### config.mk
export PLATFORM = sky130hd
export DESIGN_NAME = a2r_horner_cell
export DESIGN_NICKNAME = d
export VERILOG_FILES = /design/src/hdl/atan2_rational_approximation_core_defines.svh /design/src/hdl/a2r_pkg.sv /design/src/hdl/a2r_horner_cell.sv
export SDC_FILE = /design/constraint.sdc
export NUM_CORES = 1
export LEC_CHECK = 0
export ABC_AREA = 1
export BUFFER_PORTS_ARGS = -buffer_cell sky130_fd_sc_hd__buf_2
export CAP_MARGIN = 20
export CORE_UTILIZATION = 46
export CTS_CLUSTER_DIAMETER = 120
export DETAILED_ROUTE_END_ITERATION = 8
export MAX_ROUTING_LAYER = met4
export PLACE_DENSITY = 0.66
export SLEW_MARGIN = 20
export SYNTH_ARGS = -nofsm -noshare
export SYNTH_HDL_FRONTEND = slang
export SYNTH_SLANG_ARGS = --single-unit
### constraint.sdc
create_clock -name clk -period 6.6 [get_ports clk]
set_input_delay 0 -clock clk [delete_from_list [all_inputs] [get_ports clk]]
set_output_delay 0 -clock clk [all_outputs]
set_load 0.03 [all_outputs]
### src/hdl/atan2_rational_approximation_core_defines.svh
// ----------------------------------------------------------------------------
// Assertion macros for the atan2 rational approximation core
// Clocked assertion helpers used by the core to check its own logic.
// ----------------------------------------------------------------------------
`ifndef ATAN2_RATIONAL_APPROXIMATION_CORE_DEFINES_SVH
`define ATAN2_RATIONAL_APPROXIMATION_CORE_DEFINES_SVH
`ifndef SYNTHESIS
// Check a property on every clock edge outside reset.
`define A2R_ASSERT(label, prop) \
  label: assert property (@(posedge clk) disable iff (rst) prop) \
    else $error("atan2 core assertion failed");
// Check a property on every clock edge, reset included.
`define A2R_ASSERT_ALWAYS(label, prop) \
  label: assert property (@(posedge clk) prop) \
    else $error("atan2 core assertion failed");
`else
`define A2R_ASSERT(label, prop)
`define A2R_ASSERT_ALWAYS(label, prop)
`endif
`endif

### src/hdl/a2r_pkg.sv
// ----------------------------------------------------------------------------
// a2r_pkg
// Types, Q30 constants and the ratio multiply used by the atan2 pipeline.
// ----------------------------------------------------------------------------
package a2r_pkg;

  // Ratio width (unsigned Q16, up to 1.0 inclusive).
  localparam int RATIO_W = 17;
  // Width of the signed Horner values.
  localparam int VAL_W   = 34;
  // Quotient width of the final division.
  localparam int QUOT_W  = 31;
  localparam int ANGLE_W = 16;

  typedef logic signed [VAL_W-1:0] val_t;

  // Side flags that travel with each item.
  typedef struct packed {
    logic hzero;
    logic swap;
    logic yneg;
    logic xneg;
  } side_t;

  localparam val_t COEF_A      = 34'sd54011108;
  localparam val_t COEF_B      = 34'sd332840025;
  localparam val_t COEF_C      = 34'sd158312570;
  localparam val_t COEF_D      = 34'sd1073713441;
  localparam val_t COEF_E      = 34'sd338;
  localparam val_t COEF_F      = 34'sd691988024;
  localparam val_t COEF_G      = 34'sd157951624;
  localparam val_t ONE_Q30     = 34'sd1073741824;
  localparam val_t PI_Q30      = 34'sd3373259426;
  localparam val_t HALF_PI_Q30 = 34'sd1686629713;
  localparam int   PI_Q13      = 25736;

  // Multiply a Q30 value by the Q16 ratio, rounding ties away from zero.
  function automatic val_t mul_ratio(input val_t v, input logic [RATIO_W-1:0] r);
    logic                       neg;
    logic [VAL_W-1:0]           mag;
    logic [VAL_W+RATIO_W-1:0]   prod;
    logic [VAL_W-1:0]           res;
    neg  = v[VAL_W-1];
    mag  = neg ? VAL_W'(-v) : VAL_W'(v);
    prod = ((VAL_W+RATIO_W)'(mag) * (VAL_W+RATIO_W)'(r))
           + (VAL_W+RATIO_W)'(32768);
    res  = prod[VAL_W+15:16];
    return neg ? val_t'(-res) : val_t'(res);
  endfunction

endpackage

### src/hdl/a2r_horner_cell.sv
// ----------------------------------------------------------------------------
// a2r_horner_cell
// One Horner step of the numerator and, where enabled, of the denominator.
// ----------------------------------------------------------------------------
module a2r_horner_cell #(
  parameter logic signed [33:0] KN     = 34'sd0,
  parameter logic signed [33:0] KD     = 34'sd0,
  parameter bit                 DEN_EN = 1'b0
) (
  input  logic                          clk,
  input  logic                          rst,
  input  logic                          en,
  input  logic                          in_valid,
  input  logic [a2r_pkg::RATIO_W-1:0]   in_ratio,
  input  a2r_pkg::val_t                 in_num,
  input  a2r_pkg::val_t                 in_den,
  input  a2r_pkg::side_t                in_side,
  output logic                          out_valid,
  output logic [a2r_pkg::RATIO_W-1:0]   out_ratio,
  output a2r_pkg::val_t                 out_num,
  output a2r_pkg::val_t                 out_den,
  output a2r_pkg::side_t                out_side
);
  import a2r_pkg::*;

  val_t num_next;
  val_t den_next;

  // Multiply by the ratio and add this step's coefficient.
  always_comb begin
    num_next = mul_ratio(in_num, in_ratio) + KN;
    den_next = DEN_EN ? (mul_ratio(in_den, in_ratio) + KD) : in_den;
  end

  always_ff @(posedge clk) begin
    if (rst) begin
      out_valid <= 1'b0;
    end else if (en) begin
      out_valid <= in_valid;
    end
  end

  always_ff @(posedge clk) begin
    if (en) begin
      out_ratio <= in_ratio;
      out_num   <= num_next;
      out_den   <= den_next;
      out_side  <= in_side;
    end
  end

endmodule

## Word level (Yosys, flattened, before mapping)

Index checks and enable logic that the tools add are counted.

- Add/sub/neg operators: 3
- Multipliers: 1
- Mux-type cells: 2

Operator list:

| cell | number |
|---|---|
| 2-to-1 mux 34 bit | 2 |
| negator 34 bit | 2 |
| adder 50 x 16 -> 50 bit, second input constant | 1 |
| multiplier 34 x 17 -> 50 bit | 1 |

- Register bits after elaboration: 90
- Output and inout bits: 90
- Word-level logic and storage cells: 14

## Logic depth before layout (Yosys ltp)

- Depth after elaboration: 6
- Gate-level depth with buffers: 46

## Least setup slack after synthesis

Ideal clock, no wire load.

- Kind: in2reg
- Start point: input port in_num[0]
- End point: register out_num[14], data pin
- Setup time: 0.257 ns
- Arrival time: 6.732 ns
- Path slack: -0.389 ns
- Stages: 37
- Path buffers: 1
- Path through: buf_6 > inv_4 > ha_1 > inv_1 > nor3_2 > inv_1 > nor2_1 > nand2_1 > nor2_1 > or3_1 > nand2_1 > inv_1 > nor2_1 > fa_1 > inv_1 > fa_1 > inv_1 > fa_1 > inv_1 > fa_1 > fa_1 > fa_1 > inv_1 > ha_1 > nand2_1 > nor2_1 > and3_1 > nand2_1 > nand2_2 > xnor2_1 > ha_1 > nand3_2 > nor3_2 > nand2_1 > nand2_1 > nand2_1 > xor2_1

- Word-level cells in the longest chain between the ends: 6

Ends and longest elaborated chain:

| item | line | RTL |
|---|---|---|
| start, declared | a2r_horner_cell.sv:15 | `input a2r_pkg::val_t in_num,` |
| negator 34 bit | a2r_pkg.sv:44 | `mag = neg ? VAL_W'(-v) : VAL_W'(v);` |
| 2-to-1 mux 34 bit * | a2r_pkg.sv:44 |  |
| multiplier 34 x 17 -> 50 bit * | a2r_pkg.sv:45 | `prod = ((VAL_W+RATIO_W)'(mag) * (VAL_W+RATIO_W)'(r))` |
| adder 50 x 16 -> 50 bit * | a2r_pkg.sv:46 | `+ (VAL_W+RATIO_W)'(32768);` |
| negator 34 bit | a2r_pkg.sv:48 | `return neg ? val_t'(-res) : val_t'(res);` |
| 2-to-1 mux 34 bit * | a2r_pkg.sv:48 |  |
| named net num_next[14] | a2r_horner_cell.sv:26 | `val_t num_next;` |
| end signal, assigned | a2r_horner_cell.sv:46 | `out_num <= num_next;` |
| end, declared | a2r_horner_cell.sv:20 | `output a2r_pkg::val_t out_num,` |

The timed path passes the listed nets; every way through them passes the cells marked *.
A chain may end at the register's enable or synchronous reset.

## Worst setup path after layout

- Start point: input port in_num[1]
- End point: register out_num[29], data pin

The elaborated chain is that of the path after synthesis.

==> summary.md <==
| Metric | Value |
|---|---|
| Layout cell share with drive strength beyond 1 | 33.01% |
| YS warnings | 0 |
| Syn Inst Count | 3,152 |
| Mux share of post-synthesis cell area | 0.04136% |
| Slew Limit Fails | 0 |
| Final WS setup | -0.4084 ns |
| Slew of the pin with the lowest slew margin | 1.020 ns |
| Root Buffer | clkbuf_16 |
| Residual DRC | 0 |
| Clock tree buffer depth | 2 |
| Fin crit period | 7.008 ns |
| Post-Synth XOR/XNOR Area | 1.546% |
| Die area | 53,530 µm² |
| PortBufs | 182 |
| Worst Setup SP | in_num[1] |
| Slew HR | 31.93% |
| Clk Latency, worst-skew pair | 0.38 ns |
| Fin util | 64.13% |
| TritonCTS clock tree | done |
| Reg2reg start | out_valid |
| Period utilization | 106.2% |
| Synth async-reset ratio | 0% |
| Worst clock skew | 0 ns |
| Crit path DAT | 7.15 ns |
| CP max-delay cell | fa_2 |
| CP most frequent cell | nand2_1 |
| Hold path startpoint | in_ratio[7] |
| Drt first pass iters | 5 |
| Layout area overhead | 36.77% |
| Vias in the first global route | 23,519 |
| IO Pins | 183 |
| Worst hold path type | in -> reg |
| Crit end category | flip-flop |
| Max Fclk | 0.1427 GHz |
| Final #Nets | 4,540 |
| Ys flop type | edfxtp_1 |
| Aggregate global-route resource usage | 30.85% |
| FILL cells | 4,310 |
| Post-Synth Simple-Gate Area | 24.18% |
| Post-synth EDFFs | 89 |
| Routed via count | 22,454 |
| Critical Path Max Stage Delay | 0.59 ns |
| Placer Congestion | 0.9953 |
| Num CTS Buffers | 9 |
| Starting Density | 46.89% |
| Fin. Hold Viols | 0 |
| Synthesized Nets | 3,871 |
| Final Routed Wirelength | 77,710 µm |
| First-pass GRT wire length | 122,900 µm |
| Largest family of logic cells by synthesized area | adder cells |
| H-tree depth | 3 |
| Synthesis-stage register bit count | 90 |
| CP Class | in -> reg |
| Initial antenna violation count | 2 |
| CP Max Fanout | 4 |
| Global route overflow | 0 |
| Antenna-violating nets left | 0 |
| Total clock sinks | 90 |
| Distinct cells, synth | 51 |
| Synth Area in Compound Gates | 1.965% |
| Die W | 231.4 µm |
| Die Span Y | 231.4 µm |
| Adder-Cell Fraction of Synth Area | 47.19% |
| Post-synthesis sequential area ratio | 11.13% |
| Number of max-cap violations | 0 |
| Largest net degree at the start of global routing | 63 |
| Status | finished, violations left |
| Setup violators final | 24 |
| Core ar. | 51,610 µm² |
| Routed length per instance | 17.24 µm |
| Clock Pin Slew Worst Setup and Hold Paths | 0.10 ns |
| Number of cell rows | 83 |
| Number of vias per cell | 4.981 |
| Violated checks | setup timing |
| Required @ worst endpoint | 6.74 ns |
| RSZ-0062 raised after global routing | yes |
| Avg Inst Size Synth | 7.678 µm² |
| 1st-iter DRT viols | 1,623 |
| HPWL Detailed | 63,050 µm |
| Synthesized area | 24,200 µm² |
| Startpoint class of the critical path | input port |
## cells by family (layout without fill, tap and decap cells)
| kind of cell | count (synthesis) | in the layout |
|---|---|---|
| simple gates | 1416 | 1417 |
| buf+inv | 891 | 1564 |
| fa+ha+maj | 626 | 626 |
| flops | 90 | 90 |
| compound gates | 87 | 87 |
| xor+xnor | 41 | 41 |
| mux | 1 | 1 |
| other cells | 0 | 2 |
## path summary, 6_finish.rpt
kind                        to  slack [ns]  cells after the start
setup / recovery   out_num[29]       -0.41                     44
hold / removal    out_ratio[7]        0.07                      2
setup reg to reg     out_valid        5.41                      3
hold reg to reg      out_valid        1.10                      3
## critical path, delay by kind of cell
kind | cells | cell delay, ns
simple gates | 19 | 2.10
xor+xnor | 1 | 0.17
compound gates | 1 | 0.19
fa+ha+maj | 8 | 3.49
buf+inv | 15 | 1.16
## metal layers
metal / track usage [%] / share of wire (%) / up-vias
met5: - / 0 / -
met4: 12.11 / 4.5 / 0
met3: 5.536 / 7.6 / 209
met2: 51.51 / 49 / 813
met1: 36.96 / 39 / 10942
li1: - / - / 10490
## cell usage after synthesis, types with 3 or more instances
cell      count  area share, %
inv_2         5          0.078
nand3_1      95            2.0
xnor2_1      11           0.40
o21ai_0      24           0.50
edfxtp_1     89             11
nand2_4       4           0.19
o21ai_1       6           0.12
nand3b_1      7           0.22
nand2_2      32           0.83
clkbuf_1     65            1.0
nor2_1      402            6.2
nand4_1      22           0.57
nor4_1        9           0.23
nor2_4        3           0.14
nor3_1        7           0.14
or2_2        13           0.34
fa_1        478             40
nor2_2       10           0.26
nand2_1     795             12
buf_2         4          0.083
nand3_2       3           0.12
inv_1       791             12
o21bai_1      7           0.22
or3_1         3          0.078
ha_1        148            7.7
a21oi_1      41           0.85
xor2_1       28            1.0
clkinv_1     18           0.28
## placed cells by master (no fill, tap or decap), types with 10 or more instances in the layout
cell type,netlist,layout
nand3_1,95,64
nand4_1,22,22
a21oi_2,1,18
buf_6,2,38
fa_2,0,22
a21oi_1,41,15
nand3_2,3,29
ha_1,148,116
nand2_4,4,55
o21ai_0,24,14
buf_2,4,179
nor2_2,10,46
clkinv_1,18,10
nand2_1,795,633
dlygate4sd3_1,0,43
xor2_1,28,27
nand2_2,32,139
or2_2,13,10
ha_4,0,32
nor2_4,3,63
edfxtp_1,89,89
inv_1,791,726
inv_2,5,59
fa_1,478,456
nor2_1,402,306
buf_12,0,21
buf_4,2,451
## sequential cells by signal, summed over array words and instances (netlist names)
signal	flops
out_den	34
out_num	34
out_ratio	17
out_side	4
out_valid	1
## final cells by class
type                    count  area, µm²  area share [%]
multi-input cells        2172      20530           62.04
repair buffers            732       5560           16.80
inverters                 816       3148           9.511
flip-flops and latches     90       2693           8.135
well taps                 680      850.8           2.571
clock buffers               9      225.2          0.6804
clock inverters             7      83.83          0.2533
diodes                      2      5.005         0.01512
## metrics by stage
stage                     std cells  cell area [µm²]  setup slack, ns  hold slack [ns]  setup TNS [ns]
after global routing           4506            33090          -0.6329          0.03950          -13.69
after global placement         4342            29290          -0.8866           0.1593          -23.44
after floorplan                3152            24560         -0.01186          0.07238        -0.01279
after detailed placement       4342            29290          -0.9531           0.1627          -24.28
final                          4508            33100          -0.4084          0.07215          -5.374
after CTS                      4474            31870          -0.1605          0.01727          -1.046
## repair_timing
item,4_1_cts,5_1_grt
setup buffers,73,32
hold endpoints to repair,42,0
gates resized for setup,358,266
setup endpoints to repair,30,31
hold buffers,43,0
pin swaps,190,162
gates cloned,1,0
Power is left out: the tool's default activity adds up to more than one toggle a clock period on the data nets, which glitch-free logic cannot reach.
