===== src/hdl/atan2_rational_approximation_core_defines.svh =====
// ----------------------------------------------------------------------------
// Assertion macros for the atan2 rational approximation core
// Clocked assertion helpers used by the core to check its own logic.
// ----------------------------------------------------------------------------
`ifndef ATAN2_RATIONAL_APPROXIMATION_CORE_DEFINES_SVH
`define ATAN2_RATIONAL_APPROXIMATION_CORE_DEFINES_SVH
`ifndef SYNTHESIS
// Check a property on every clock edge outside reset.
`define A2R_ASSERT(label, prop) \
  label: assert property (@(posedge clk) disable iff (rst) prop) \
    else $error("atan2 core assertion failed");
// Check a property on every clock edge, reset included.
`define A2R_ASSERT_ALWAYS(label, prop) \
  label: assert property (@(posedge clk) prop) \
    else $error("atan2 core assertion failed");
`else
`define A2R_ASSERT(label, prop)
`define A2R_ASSERT_ALWAYS(label, prop)
`endif
`endif


===== src/hdl/a2r_pkg.sv =====
// ----------------------------------------------------------------------------
// a2r_pkg
// Types, Q30 constants and the ratio multiply used by the atan2 pipeline.
// ----------------------------------------------------------------------------
package a2r_pkg;

  // Ratio width (unsigned Q16, up to 1.0 inclusive).
  localparam int RATIO_W = 17;
  // Width of the signed Horner values.
  localparam int VAL_W   = 34;
  // Quotient width of the final division.
  localparam int QUOT_W  = 31;
  localparam int ANGLE_W = 16;

  typedef logic signed [VAL_W-1:0] val_t;

  // Side flags that travel with each item.
  typedef struct packed {
    logic hzero;
    logic swap;
    logic yneg;
    logic xneg;
  } side_t;

  localparam val_t COEF_A      = 34'sd54011108;
  localparam val_t COEF_B      = 34'sd332840025;
  localparam val_t COEF_C      = 34'sd158312570;
  localparam val_t COEF_D      = 34'sd1073713441;
  localparam val_t COEF_E      = 34'sd338;
  localparam val_t COEF_F      = 34'sd691988024;
  localparam val_t COEF_G      = 34'sd157951624;
  localparam val_t ONE_Q30     = 34'sd1073741824;
  localparam val_t PI_Q30      = 34'sd3373259426;
  localparam val_t HALF_PI_Q30 = 34'sd1686629713;
  localparam int   PI_Q13      = 25736;

  // Multiply a Q30 value by the Q16 ratio, rounding ties away from zero.
  function automatic val_t mul_ratio(input val_t v, input logic [RATIO_W-1:0] r);
    logic                       neg;
    logic [VAL_W-1:0]           mag;
    logic [VAL_W+RATIO_W-1:0]   prod;
    logic [VAL_W-1:0]           res;
    neg  = v[VAL_W-1];
    mag  = neg ? VAL_W'(-v) : VAL_W'(v);
    prod = ((VAL_W+RATIO_W)'(mag) * (VAL_W+RATIO_W)'(r))
           + (VAL_W+RATIO_W)'(32768);
    res  = prod[VAL_W+15:16];
    return neg ? val_t'(-res) : val_t'(res);
  endfunction

endpackage


===== src/hdl/a2r_div_cell.sv =====
// ----------------------------------------------------------------------------
// a2r_div_cell
// One restoring division step: shifts in a dividend bit, subtracts the
// divisor when it fits and shifts the quotient bit into the same register.
// ----------------------------------------------------------------------------
module a2r_div_cell #(
  parameter int DW = 16,
  parameter int NB = 17
) (
  input  logic                clk,
  input  logic                rst,
  input  logic                en,
  input  logic                in_valid,
  input  logic [DW-1:0]       in_div,
  input  logic [DW-1:0]       in_rem,
  input  logic [NB-1:0]       in_bits,
  input  a2r_pkg::side_t      in_side,
  output logic                out_valid,
  output logic [DW-1:0]       out_div,
  output logic [DW-1:0]       out_rem,
  output logic [NB-1:0]       out_bits,
  output a2r_pkg::side_t      out_side
);
  import a2r_pkg::*;

  logic [DW:0] trial;
  logic [DW:0] diff;
  logic        fits;

  // Trial subtraction of the divisor from the shifted remainder.
  always_comb begin
    trial = {in_rem, in_bits[NB-1]};
    diff  = trial - {1'b0, in_div};
    fits  = trial >= {1'b0, in_div};
  end

  // Valid bit of this cell.
  always_ff @(posedge clk) begin
    if (rst) begin
      out_valid <= 1'b0;
    end else if (en) begin
      out_valid <= in_valid;
    end
  end

  // Payload handed to the next cell.
  always_ff @(posedge clk) begin
    if (en) begin
      out_div  <= in_div;
      out_rem  <= fits ? diff[DW-1:0] : trial[DW-1:0];
      out_bits <= {in_bits[NB-2:0], fits};
      out_side <= in_side;
    end
  end

endmodule


===== config.mk =====
export PLATFORM = sky130hd
export DESIGN_NAME = a2r_div_cell
export DESIGN_NICKNAME = d
export VERILOG_FILES = /design/src/hdl/atan2_rational_approximation_core_defines.svh /design/src/hdl/a2r_pkg.sv /design/src/hdl/a2r_div_cell.sv
export SDC_FILE = /design/constraint.sdc
export NUM_CORES = 1
export LEC_CHECK = 0
export ABC_AREA = 1
export BUFFER_PORTS_ARGS = -buffer_cell sky130_fd_sc_hd__buf_2
export CORE_ASPECT_RATIO = 0.5
export CORE_MARGIN = 5
export CORE_UTILIZATION = 50
export CTS_BUF_LIST = sky130_fd_sc_hd__clkbuf_16
export DETAILED_ROUTE_END_ITERATION = 10
export PLACE_DENSITY = 0.81
export SYNTH_ARGS = -nofsm -noshare
export SYNTH_HDL_FRONTEND = slang
export SYNTH_SLANG_ARGS = --single-unit

===== constraint.sdc =====
create_clock -name clk -period 4.3 [get_ports clk]
set_input_delay 0.645 -clock clk [delete_from_list [all_inputs] [get_ports clk]]
set_output_delay 0.645 -clock clk [all_outputs]
set_load 0.05 [all_outputs]

# Word-level counts from Yosys, hierarchy flattened
# Index checks and enable logic that the tools add are counted.
# word_totals
register_bits,54
in_bits,57
# op_classes
n_addsub,1
order_cmp,1
muxes,1
# ops
operator,count
$ge 17x16->1,1
$mux 16,1
$sub 16x16->16,1

# Longest topological paths before layout
# Gate-level depths: netlist of the first run.
# logic_depth
depth_word,2
ltp_mapped,14
ltp_nobuf,13

# Worst setup path after synthesis of the first run
# No wires, ideal clock.
# synth_path
kind,input-to-reg
startpoint,in in_div[3]
endpoint,reg out_rem[12] (data pin)
arrival_ns,1.878
required_ns,4.047
slack_ns,2.169
cell_stages,14
cell_sequence,inv_1 -> ha_1 -> nand2_1 -> inv_1 -> nand2_1 -> nand2_1 -> nand2_1 -> nand3_2 -> nand2_1 -> nand2_2 -> buf_6 -> buf_12 -> nand3_1 -> nand2_1
# synth_between
elab_chain_len,2
word_cells_on_any_way,3
cone_classes,1 x add/sub; 1 x order compare; 1 x mux
# synth_rtl
element,line,source
"start, declared",a2r_div_cell.sv:14,"input logic [DW-1:0] in_div,"
$ge 17x16->1,a2r_div_cell.sv:34,"fits = trial >= {1'b0, in_div};"
net fits,a2r_div_cell.sv:28,logic fits;
$mux 16,a2r_div_cell.sv:50,out_rem <= fits ? diff[DW-1:0] : trial[DW-1:0];
"end signal, assigned",a2r_div_cell.sv:50,
"end, declared",a2r_div_cell.sv:20,"output logic [DW-1:0] out_rem,"
# The timed path passes the listed nets, and every way through them passes these cells.
# A chain may end at the register's enable or synchronous reset.

# Worst setup path after layout of the first run
# layout_path
startpoint,in in_div[8]
endpoint,reg out_rem[2] (data pin)
# layout_between
elab_chain_len,2
# layout_rtl
element,line
$ge 17x16->1,a2r_div_cell.sv:34
$mux 16,a2r_div_cell.sv:50
# No other way between the ends.

==> impl_metrics.tcl, run 1 <==
set metrics [dict create \
    die_x_um 119 \
    synthFlopType "edfxtp_1" \
    fin_setup_tns_ps 0 \
    antenna_left 0 \
    yosys_register_bits 54 \
    grt_pass1_wl_mm 10.9 \
    syn_area_um2 2940 \
    synth_edf_count 53 \
    grt.total_usage_pct 17.8 \
    hp-start "out_valid" \
    r2r_start "out_valid" \
    fin_nets 513 \
    area_growth_pct 25.3 \
    drt_iter0_markers 187 \
    core_area_um2 5590 \
    ioPinCount 111 \
    path_max_fanout 20 \
    n_antenna_cell 0 \
    start_util_pct 52.7 \
    cp-startpoint "in_div[8]" \
    clk_pin_slew_worst_paths_ps 70 \
    max_freq_mhz 391 \
    slew_violations 0 \
    ys.warnings.count 0 \
    drive_above_1_share_pct 28.4 \
    clock-skew-final_ps 0 \
    place_hpwl_mm 5.25 \
    wl_mm 6.81 \
    cts_setup_buffers 0 \
    via_per_inst 4.77 \
    die_area_um2 7620 \
    insertion_delay_ps 290 \
    cellLeakagePower_uw 0.00194 \
    cp-end-kind "flip-flop" \
    fillers 464 \
    ys_types 24 \
    grt_max_degree 55 \
    clockRootBuffer "clkbuf_16" \
    pwr-share-clk_pct 27.0 \
    multi_input_area_um2 1060 \
    cp.required_ps 4350 \
    p_int_uw 973 \
    finalSetupViolCount 0 \
    cap_violations 0 \
    worst_pin_slew_ps 1200 \
    yosysSeqAreaShare_pct 54.7 \
    drt-wirelength-per-cell_um 13.3 \
    buffer_ports.inserted 110 \
    reg2reg_slack_ps 3710 \
    period_share_pct 59.5 \
    syn_inst 325 \
    async_reset_ff_share_pct 0 \
    cts_max_path_buffers 2 \
    overflow 0 \
    hold_viol_final 0 \
    p_seq_share_pct 43.1 \
    yosys-top-cells-count "nand2_1, inv_1, edfxtp_1" \
    yosys.area.top_type_share_pct 54.1 \
    h-tree-depth 2 \
    vias 2448 \
    avgSynthCellArea_um2 9.06 \
    synth_top_area_cell "edfxtp_1" \
    synth_nets 399 \
    swShare_pct 35.8 \
    p_sw_uw 542 \
    ir_worst_vdd_mv 0.294 \
    max_slew_margin_pct 20.2 \
    hold_path_class "reg -> reg" \
    firstDrtPassIters 4 \
    grt_pass1_vias 2257 \
    p_per_area_nw_per_um2 411 \
    rows 19 \
    start_kind "input port" \
    antenna_found_initial 0 \
    dp.cells 505 \
    place_congestion 0.963 \
    regArea_um2 1610 \
    postCtsHoldBufs 0 \
    synthTopCellsByArea "edfxtp_1, nand2_1, inv_1" \
    stdcell_count 513 \
    ctsResizeCount 0 \
    status "finished clean" \
    timing.hold.ws_ps 494 \
    cts-buffers-inserted 5 \
    path_class "in -> reg" \
    die_h_um 64.3 \
    clkSinkCount 54 \
    arrival_ps 2610 \
    yosysMostFrequentCell "nand2_1" \
    comb_power_share_pct 29.9 \
    cts_tree "yes" \
    drc_errors 0 \
    finalCriticalPeriod_ps 2560 \
    grt_setup_unrepaired "no" \
]
## critical path: stages
cell and delay (ps):
buf_2 80, inv_1 40, ha_1 400, nand2_1 80, nand2_1 120, inv_1 60
nand2_1 90, inv_1 70, nand3_2 90, nand2_1 60, nand2_2 310, inv_1 360
nand2_1 150, nand2_1 60
## state kept, by name, summed over array words and instances, names as in the netlist
register / cells
out_valid: 1
out_rem: 16
out_div: 16
out_bits: 17
out_side: 4
## cells by family after synthesis
logic type | after synthesis | share of synthesized area, %
muxes | 1 | 0.340
buffers and inverters | 63 | 9.09
adders and majority gates | 17 | 7.48
DFF | 54 | 54.7
xor gates and xnor gates | 6 | 1.78
and+or+nand+nor | 172 | 24.4
AOI/OAI and AO/OA | 12 | 2.12
## area by class of cell
| type | instances | area share, % |
|---|---|---|
| sequential | 54 | 43.7 |
| clock buffer | 5 | 3.39 |
| timing repair buffer | 110 | 14.9 |
| clock inverter | 3 | 0.543 |
| inverter | 60 | 6.11 |
| tap | 73 | 2.48 |
| multi-input combinational | 208 | 28.9 |
## worst paths after layout
kind | endpoint | cells past startpoint
setup / recovery | out_rem[2] | 14
hold / removal | out_valid | 2
setup reg to reg | out_valid | 2
hold reg to reg | out_valid | 2
## cells in the final DEF, fill, tap and decap left out
| master | netlist | final |
|---|---|---|
| clkinvlp_4 | 0 | 1 |
| ha_1 | 16 | 16 |
| nor2_1 | 17 | 17 |
| o21ai_0 | 2 | 2 |
| and2_1 | 2 | 2 |
| clkinv_1 | 0 | 1 |
| nand4_1 | 4 | 4 |
| a21oi_1 | 9 | 9 |
| xor2_1 | 5 | 5 |
| inv_1 | 60 | 60 |
| xnor2_1 | 1 | 1 |
| nand3_2 | 2 | 2 |
| nand2_1 | 120 | 120 |
| fa_1 | 1 | 1 |
| mux2i_1 | 1 | 1 |
| nand3_1 | 17 | 17 |
| or2_2 | 1 | 1 |
| nor2_2 | 3 | 3 |
| nand2_2 | 2 | 2 |
| clkbuf_16 | 0 | 5 |
| o21bai_1 | 1 | 1 |
| buf_2 | 0 | 110 |
| nand3b_1 | 2 | 2 |
| inv_6 | 0 | 1 |
| nor3_1 | 2 | 2 |
| edfxtp_1 | 53 | 53 |
| dfxtp_1 | 1 | 1 |
## through the flow
stage	setup slack [ps]	utilization, %	area, um^2	power (uW)
3_5_place_dp	1420	63.4	3540	1120
3_3_place_gp	1480	63.4	3540	1110
4_1_cts	1730	66.0	3690	1520
5_1_grt	1470	66.0	3690	1590
2_1_floorplan	2170	-	2940	1000
6_report	1740	66.0	3690	1510
## metal layers
layer / routed length, um / up-vias / track usage (%)
met3: 622 / 9 / 4.32
met4: 56 / 0 / 3.82
met2: 3010 / 102 / 27.7
met5: 0 / - / 0
met1: 3120 / 1074 / 25.5
li1: - / 1263 / -
## power by group through the flow
stage	clock network, uW	registers, uW	logic [uW]
after global placement	0	663	446
after global routing	440	658	490
final	410	653	453
after CTS	412	653	453
after detailed placement	0	664	452
after floorplan	0	852	149
Note: power is estimated with default switching activity, not from simulation.
==> run 2, diff against run 1 <==
--- a/config.mk
+++ b/config.mk
@@ -9,10 +9,10 @@
 export BUFFER_PORTS_ARGS = -buffer_cell sky130_fd_sc_hd__buf_2
 export CORE_ASPECT_RATIO = 0.5
 export CORE_MARGIN = 5
-export CORE_UTILIZATION = 50
+export CORE_UTILIZATION = 45
 export CTS_BUF_LIST = sky130_fd_sc_hd__clkbuf_16
 export DETAILED_ROUTE_END_ITERATION = 10
-export PLACE_DENSITY = 0.81
+export PLACE_DENSITY = 0.77
 export SYNTH_ARGS = -nofsm -noshare
 export SYNTH_HDL_FRONTEND = slang
 export SYNTH_SLANG_ARGS = --single-unit
==> constraint.sdc (replaced) <==
create_clock -name clk -period 2.3 [get_ports clk]
set_input_delay 0.345 -clock clk [delete_from_list [all_inputs] [get_ports clk]]
set_output_delay 0.345 -clock clk [all_outputs]
set_load 0.05 [all_outputs]
==> run 2 against run 1 <==
Clock power rose by 80%. Critical endpoint is now out_rem[8]. Setup slack got worse by 1300 ps. Register-to-register slack got worse by 2000 ps. Global-route usage fell by 0.71 points. Routed wire length rose by 1.1%. Clock-buffer cell count did not move. Sequential share of layout area fell by 0.79 points. Critical path depth did not move. Combinational power rose by 89%.
==> impl_metrics.tcl, run 2 (same netlist as run 1, synthesis figures left out) <==
set metrics [dict create \
    status "finished clean" \
    most-common-layout-cells "nand2_1, buf_2, inv_1" \
    pre_cts_ws_ps 196 \
    core_area_um2 6210 \
    min_to "out_valid" \
    stdcell_count 533 \
    postCtsHoldBufs 0 \
    crit_path_frequent_cell "nand2_1" \
    n_antenna_cell 0 \
    met1_length_mm 3.21 \
    path_class "in -> reg" \
    firstDrtPassIters 4 \
    place_hpwl_mm 5.56 \
    buffer_ports.inserted 110 \
    area_growth_pct 27.6 \
    reg2reg_depth 2 \
    hold_depth 2 \
    ir_worst_vdd_mv 0.281 \
    drc_errors 0 \
    path_max_fanout 19 \
    hold_viol_final 0 \
    drt_iter0_markers 216 \
    grt_max_degree 25 \
    die_x_um 124 \
    vias 2475 \
    regArea_um2 1610 \
    grt_pass1_wl_mm 11.3 \
    r2r_end "out_valid" \
    routed.top_layer "met4" \
    largestRegisters "out_bits x17, out_div x16, out_rem x16" \
    reg2reg_slack_ps 1720 \
    start_util_pct 47.4 \
    ioPinCount 111 \
    grt_pass1_vias 2343 \
    max_slew_margin_pct 63.1 \
    drt-wirelength-per-cell_um 12.9 \
    max_freq_mhz 553 \
    clock-skew-final_ps 0 \
    cap_violations 0 \
    fin_nets 518 \
    worst_slack_ps 490 \
    cts-buffers-inserted 5 \
    regMostFlops "out_bits" \
    hp-start "rst" \
    overflow 0 \
    cts_max_path_buffers 2 \
    ctsResizeCount 0 \
    fillers 574 \
    cellLeakagePower_uw 0.00197 \
    cts_setup_buffers 0 \
    dr_wl_met3_um 498 \
    antenna_found_initial 0 \
    finalSetupViolCount 0 \
    drive_above_1_share_pct 29.2 \
    fin_setup_tns_ps 0 \
    largest_reg_flops 17 \
    crit_chain "buf_2 -> inv_1 -> ha_1 -> nand2_1 -> nand2_1 -> inv_1 -> nand2_1 -> inv_1 -> nand3_2 -> nand2_1 -> nand2_2 -> buf_4 -> nand3_1 -> nand2_1" \
    arrival_ps 1850 \
    final_common_cell "nand2_1" \
    cts_tree "yes" \
    worst_pin_slew_ps 553 \
    r2r_start "out_valid" \
    finalCriticalPeriod_ps 1810 \
    slew_violations 0 \
    via_per_inst 4.64 \
    multi_input_area_um2 1060 \
    place_congestion 0.877 \
    cp-end-kind "flip-flop" \
    cp.required_ps 2340 \
    hold_path_class "in -> reg" \
    period_share_pct 78.7 \
    rows 20 \
    start_kind "input port" \
    worst_path_largest_cell_delay_ps 350 \
    antenna_left 0 \
    clkSinkCount 54 \
    die_area_um2 8360 \
    grt_setup_unrepaired "no" \
    dp.cells 525 \
    crit_slowest_cell "ha_1" \
    clk_pin_slew_worst_paths_ps 70 \
    clockRootBuffer "clkbuf_16" \
    wl_mm 6.89 \
    die_h_um 67.2 \
    p_per_area_nw_per_um2 749 \
    wl_met2_mm 3.13 \
    insertion_delay_ps 290 \
    h-tree-depth 2 \
    grt.total_usage_pct 17.1 \
]
[run 2: how the worst max path moves through the flow]
stage,start,end,slack (ps),depth (start not counted)
floorplan,in_div[3],out_rem[12],470,14
global placement,in_div[0],out_rem[8],220,9
detailed placement,in_div[14],out_rem[10],200,12
CTS,in_div[14],out_rem[8],510,12
global route,in_div[2],out_rem[8],340,13
finish,in_div[8],out_rem[8],490,14
[run 2: worst max-delay path, delay by kind of cell]
kind | cells | cell delay [ps]
and+or+nand+nor | 8 | 650
buffers and inverters | 5 | 500
adders and majority gates | 1 | 350
[run 2: layer usage]
layer	global-route usage (%)	up-vias
li1	-	1269
met5	0	-
met4	4.10	0
met3	4.34	7
met2	27.0	94
met1	24.0	1105
[run 2: report_power, final]
| group | total [uW] | internal, uW | leakage [uW] | switching (uW) |
|---|---|---|---|---|
| sequential | 1220 | 1200 | 0.000527 | 22.1 |
| combinational | 855 | 225 | 0.00138 | 630 |
| clock | 740 | 400 | 0.0000672 | 340 |
[run 2: through the flow]
stage | utilization [%] | total power, uW | hold WS, ps | instance area (um^2)
global placement | 58.2 | 2080 | 473 | 3610
CTS | 60.5 | 2840 | 200 | 3760
detailed placement | 58.2 | 2100 | 482 | 3610
finish | 60.5 | 2820 | 204 | 3760
floorplan | - | 1870 | 417 | 2940
global route | 60.5 | 2970 | 197 | 3760
[run 2: cell type report]
cell class | instances | share of cell area (%)
clock inverter | 3 | 0.500
inverter | 60 | 6.00
timing repair buffer | 115 | 16.0
tap | 88 | 2.93
sequential | 54 | 42.9
clock buffer | 5 | 3.33
multi-input combinational | 208 | 28.3
==> run 3, diff against run 2 <==
--- a/config.mk
+++ b/config.mk
@@ -5,14 +5,14 @@
 export SDC_FILE = /design/constraint.sdc
 export NUM_CORES = 1
 export LEC_CHECK = 0
-export ABC_AREA = 1
+export ABC_AREA = 0
 export BUFFER_PORTS_ARGS = -buffer_cell sky130_fd_sc_hd__buf_2
 export CORE_ASPECT_RATIO = 0.5
 export CORE_MARGIN = 5
-export CORE_UTILIZATION = 45
+export CORE_UTILIZATION = 49
 export CTS_BUF_LIST = sky130_fd_sc_hd__clkbuf_16
 export DETAILED_ROUTE_END_ITERATION = 10
-export PLACE_DENSITY = 0.77
+export PLACE_DENSITY = 0.8
 export SYNTH_ARGS = -nofsm -noshare
 export SYNTH_HDL_FRONTEND = slang
 export SYNTH_SLANG_ARGS = --single-unit
==> constraint.sdc (replaced) <==
create_clock -name clk -period 1.9 [get_ports clk]
set_input_delay 0.285 -clock clk [delete_from_list [all_inputs] [get_ports clk]]
set_output_delay 0.285 -clock clk [all_outputs]
set_load 0.05 [all_outputs]
==> run 3 against run 2 <==
The flow now finishes with violations (negative setup slack). Clock-buffer cell count stayed put. Clock skew stayed put. Clock power is 19% higher. Non-clock buffer count is 63 higher. Final cell count is 13% lower. Power is 35% higher. Sequential power is 21% higher. Final area is 20% higher. Sequential cell count stayed put. First-iteration DRC count is 7.4% higher. Global-route usage is 4.8 points higher. Critical path type unchanged. Setup slack worse by 660 ps.
==> impl_metrics.tcl, run 3 <==
set metrics [dict create \
    grt_pass1_wl_mm 12.8 \
    synth_mux_area_share_pct 5.38 \
    hold_viol_final 0 \
    reg2reg_depth 2 \
    p_per_area_nw_per_um2 839 \
    async_reset_ff_share_pct 0 \
    synth_nets 283 \
    drt_iter0_markers 232 \
    utilization_pct 81.9 \
    synth_edf_count 53 \
    clock-skew-final_ps 0 \
    cp-end-kind "flip-flop" \
    cts_max_path_buffers 2 \
    p_sw_uw 1300 \
    yosys-top-cells-count "edfxtp_1, inv_1, ha_1" \
    h-tree-depth 2 \
    worst_pin_slew_ps 388 \
    grt_max_degree 55 \
    final_common_cell "buf_2" \
    hold_depth 2 \
    cp.required_ps 1940 \
    core_area_um2 5520 \
    crit_slowest_cell "a221o_1" \
    cts_tree "yes" \
    die_area_um2 7460 \
    routed.top_layer "met4" \
    max_slew_margin_pct 73.9 \
    p_seq_share_pct 39.2 \
    via_per_inst 5.66 \
    drt-wirelength-per-cell_um 20.4 \
    die_h_um 63.6 \
    synthTopCellsByArea "edfxtp_1, ha_1, mux2_4" \
    dr_wl_met3_um 855 \
    place_congestion 0.910 \
    yosys_register_bits 54 \
    grt.total_usage_pct 21.9 \
    status "finished with violations" \
    buffer_ports.inserted 110 \
    comb_power_share_pct 37.6 \
    ioPinCount 111 \
    fin_nets 464 \
    synthFlopType "edfxtp_1" \
    clk_pin_slew_worst_paths_ps 60 \
    crit_chain "buf_8 -> ha_4 -> a21oi_4 -> o21ai_4 -> a221o_1 -> a21boi_4 -> and2_4 -> inv_8 -> mux2_4" \
    finalCriticalPeriod_ps 2070 \
    synthSimpleGateAreaFrac_pct 7.51 \
    yosys.area.top_type_share_pct 56.5 \
    ys.warnings.count 0 \
    grt_setup_unrepaired "yes" \
    yosysSeqAreaShare_pct 57.2 \
    cap_violations 0 \
    antenna_found_initial 0 \
    area_growth_pct 60.3 \
    max_freq_mhz 483 \
    path_class "in -> reg" \
    antenna_left 0 \
    cellLeakagePower_uw 0.00204 \
    overflow 0 \
    yosysMostFrequentCell "edfxtp_1" \
    worst_path_largest_cell_delay_ps 360 \
    hold_path_class "in -> reg" \
    firstDrtPassIters 5 \
    start_kind "input port" \
    drive_above_1_share_pct 63.9 \
    clkSinkCount 54 \
    largest_reg_flops 17 \
    violations "negative setup slack" \
    wl_mm 9.46 \
    largestRegisters "out_bits x17, out_div x16, out_rem x16" \
    grt_pass1_vias 2555 \
    most-common-layout-cells "buf_2, buf_4, edfxtp_1" \
    cts-buffers-inserted 5 \
    synthXorXnorAreaFrac_pct 2.80 \
    swShare_pct 34.3 \
    synth_top_family_by_area "compound AO/OA/AOI/OAI gates" \
    regMostFlops "out_bits" \
    start_util_pct 51.1 \
    drc_errors 0 \
    pwr-share-clk_pct 23.2 \
    vias 2625 \
    postCtsHoldBufs 0 \
    syn_inst 209 \
    p_int_uw 2490 \
    die_x_um 117 \
    ir_worst_vdd_mv 0.566 \
    avgSynthCellArea_um2 13.5 \
    n_antenna_cell 0 \
    finalSetupViolCount 16 \
    path_max_fanout 6 \
    synth_compound_area_share_pct 14.3 \
    syn_area_um2 2820 \
    period_share_pct 109 \
    wl_met2_mm 4.64 \
    clockRootBuffer "clkbuf_16" \
    synth_adder_area_share_pct 7.82 \
    synth_top_area_cell "edfxtp_1" \
    slew_violations 0 \
    fin_setup_tns_ps -1650 \
    pre_cts_ws_ps -550 \
    insertion_delay_ps 290 \
    rows 19 \
    met1_length_mm 3.55 \
    ys_types 47 \
    worst_slack_ps -168 \
    place_hpwl_mm 5.42 \
    arrival_ps 2110 \
]
## run 3: changes by cell type after synthesis, sizes merged, moves of 4 or more
cell and delta:
nand3 -12, mux2 +9, nand2 -117, o31ai +5
a21o +5, inv -40, xnor2 +4, a21oi -5
nor2 -7, o21ai +8, o21a +6, a21boi +4
## run 3: final timing paths
| kind | start | slack [ps] | to |
|---|---|---|---|
| worst min-delay path | rst | 150 | out_valid |
| worst max register to register | out_valid | 1280 | out_valid |
| worst min register to register | out_valid | 530 | out_valid |
| worst max-delay path | in_rem[7] | -170 | out_rem[7] |
## run 3: worst max-delay path: cells and delay by family
kind / cells / cell delay, ps
compound gates: 4 / 830
fa+ha+maj: 1 / 250
buf+inv: 2 / 170
mux: 1 / 310
simple gates: 1 / 250
## run 3: cell families (layout without fill, tap and decap cells)
| kind of cell | after synthesis | after routing |
|---|---|---|
| DFF | 54 | 54 |
| AOI/OAI and AO/OA | 52 | 52 |
| and+or+nand+nor | 41 | 41 |
| buffers and inverters | 25 | 207 |
| adders and majority gates | 17 | 17 |
| muxes | 11 | 11 |
| xor gates and xnor gates | 9 | 9 |
## run 3: final cells by class
type                    count  area [um^2]
clock buffers               5          125
clock inverters             3         18.8
fillers                   272         1000
inverters                  20         95.1
multi-input cells         130         1400
flip-flops and latches     54         1610
well taps                  73         91.3
repair buffers            178         1160
repair inverters            1         11.3
## run 3: per-stage QoR
step	hold slack, ps	area [um^2]	cells	total power, uW
after floorplan	357	2890	209	2310
after global placement	441	3910	443	2680
after detailed placement	443	3910	443	2700
after CTS	143	4300	457	3640
after global routing	145	4520	464	3930
final	146	4520	464	3790
## run 3: what timing repair did
action	CTS	global route
gates cloned	1	0
hold endpoints to repair	0	0
resized for setup	43	36
setup endpoints to repair	16	16
setup buffers	5	7
pin swaps	25	16
## run 3: power by group through the flow
stage / Clock (uW) / Sequential, uW / Combinational, uW
after CTS: 882 / 1480 / 1280
after floorplan: 0 / 1940 / 373
after detailed placement: 0 / 1510 / 1190
after global placement: 0 / 1500 / 1180
final: 878 / 1480 / 1430
after global routing: 951 / 1490 / 1480
## run 3: routing by layer
metal	vias up	GRT usage (%)
li1	1155	-
met1	1247	26.2
met2	180	37.1
met3	43	6.02
met4	0	8.58
met5	-	0
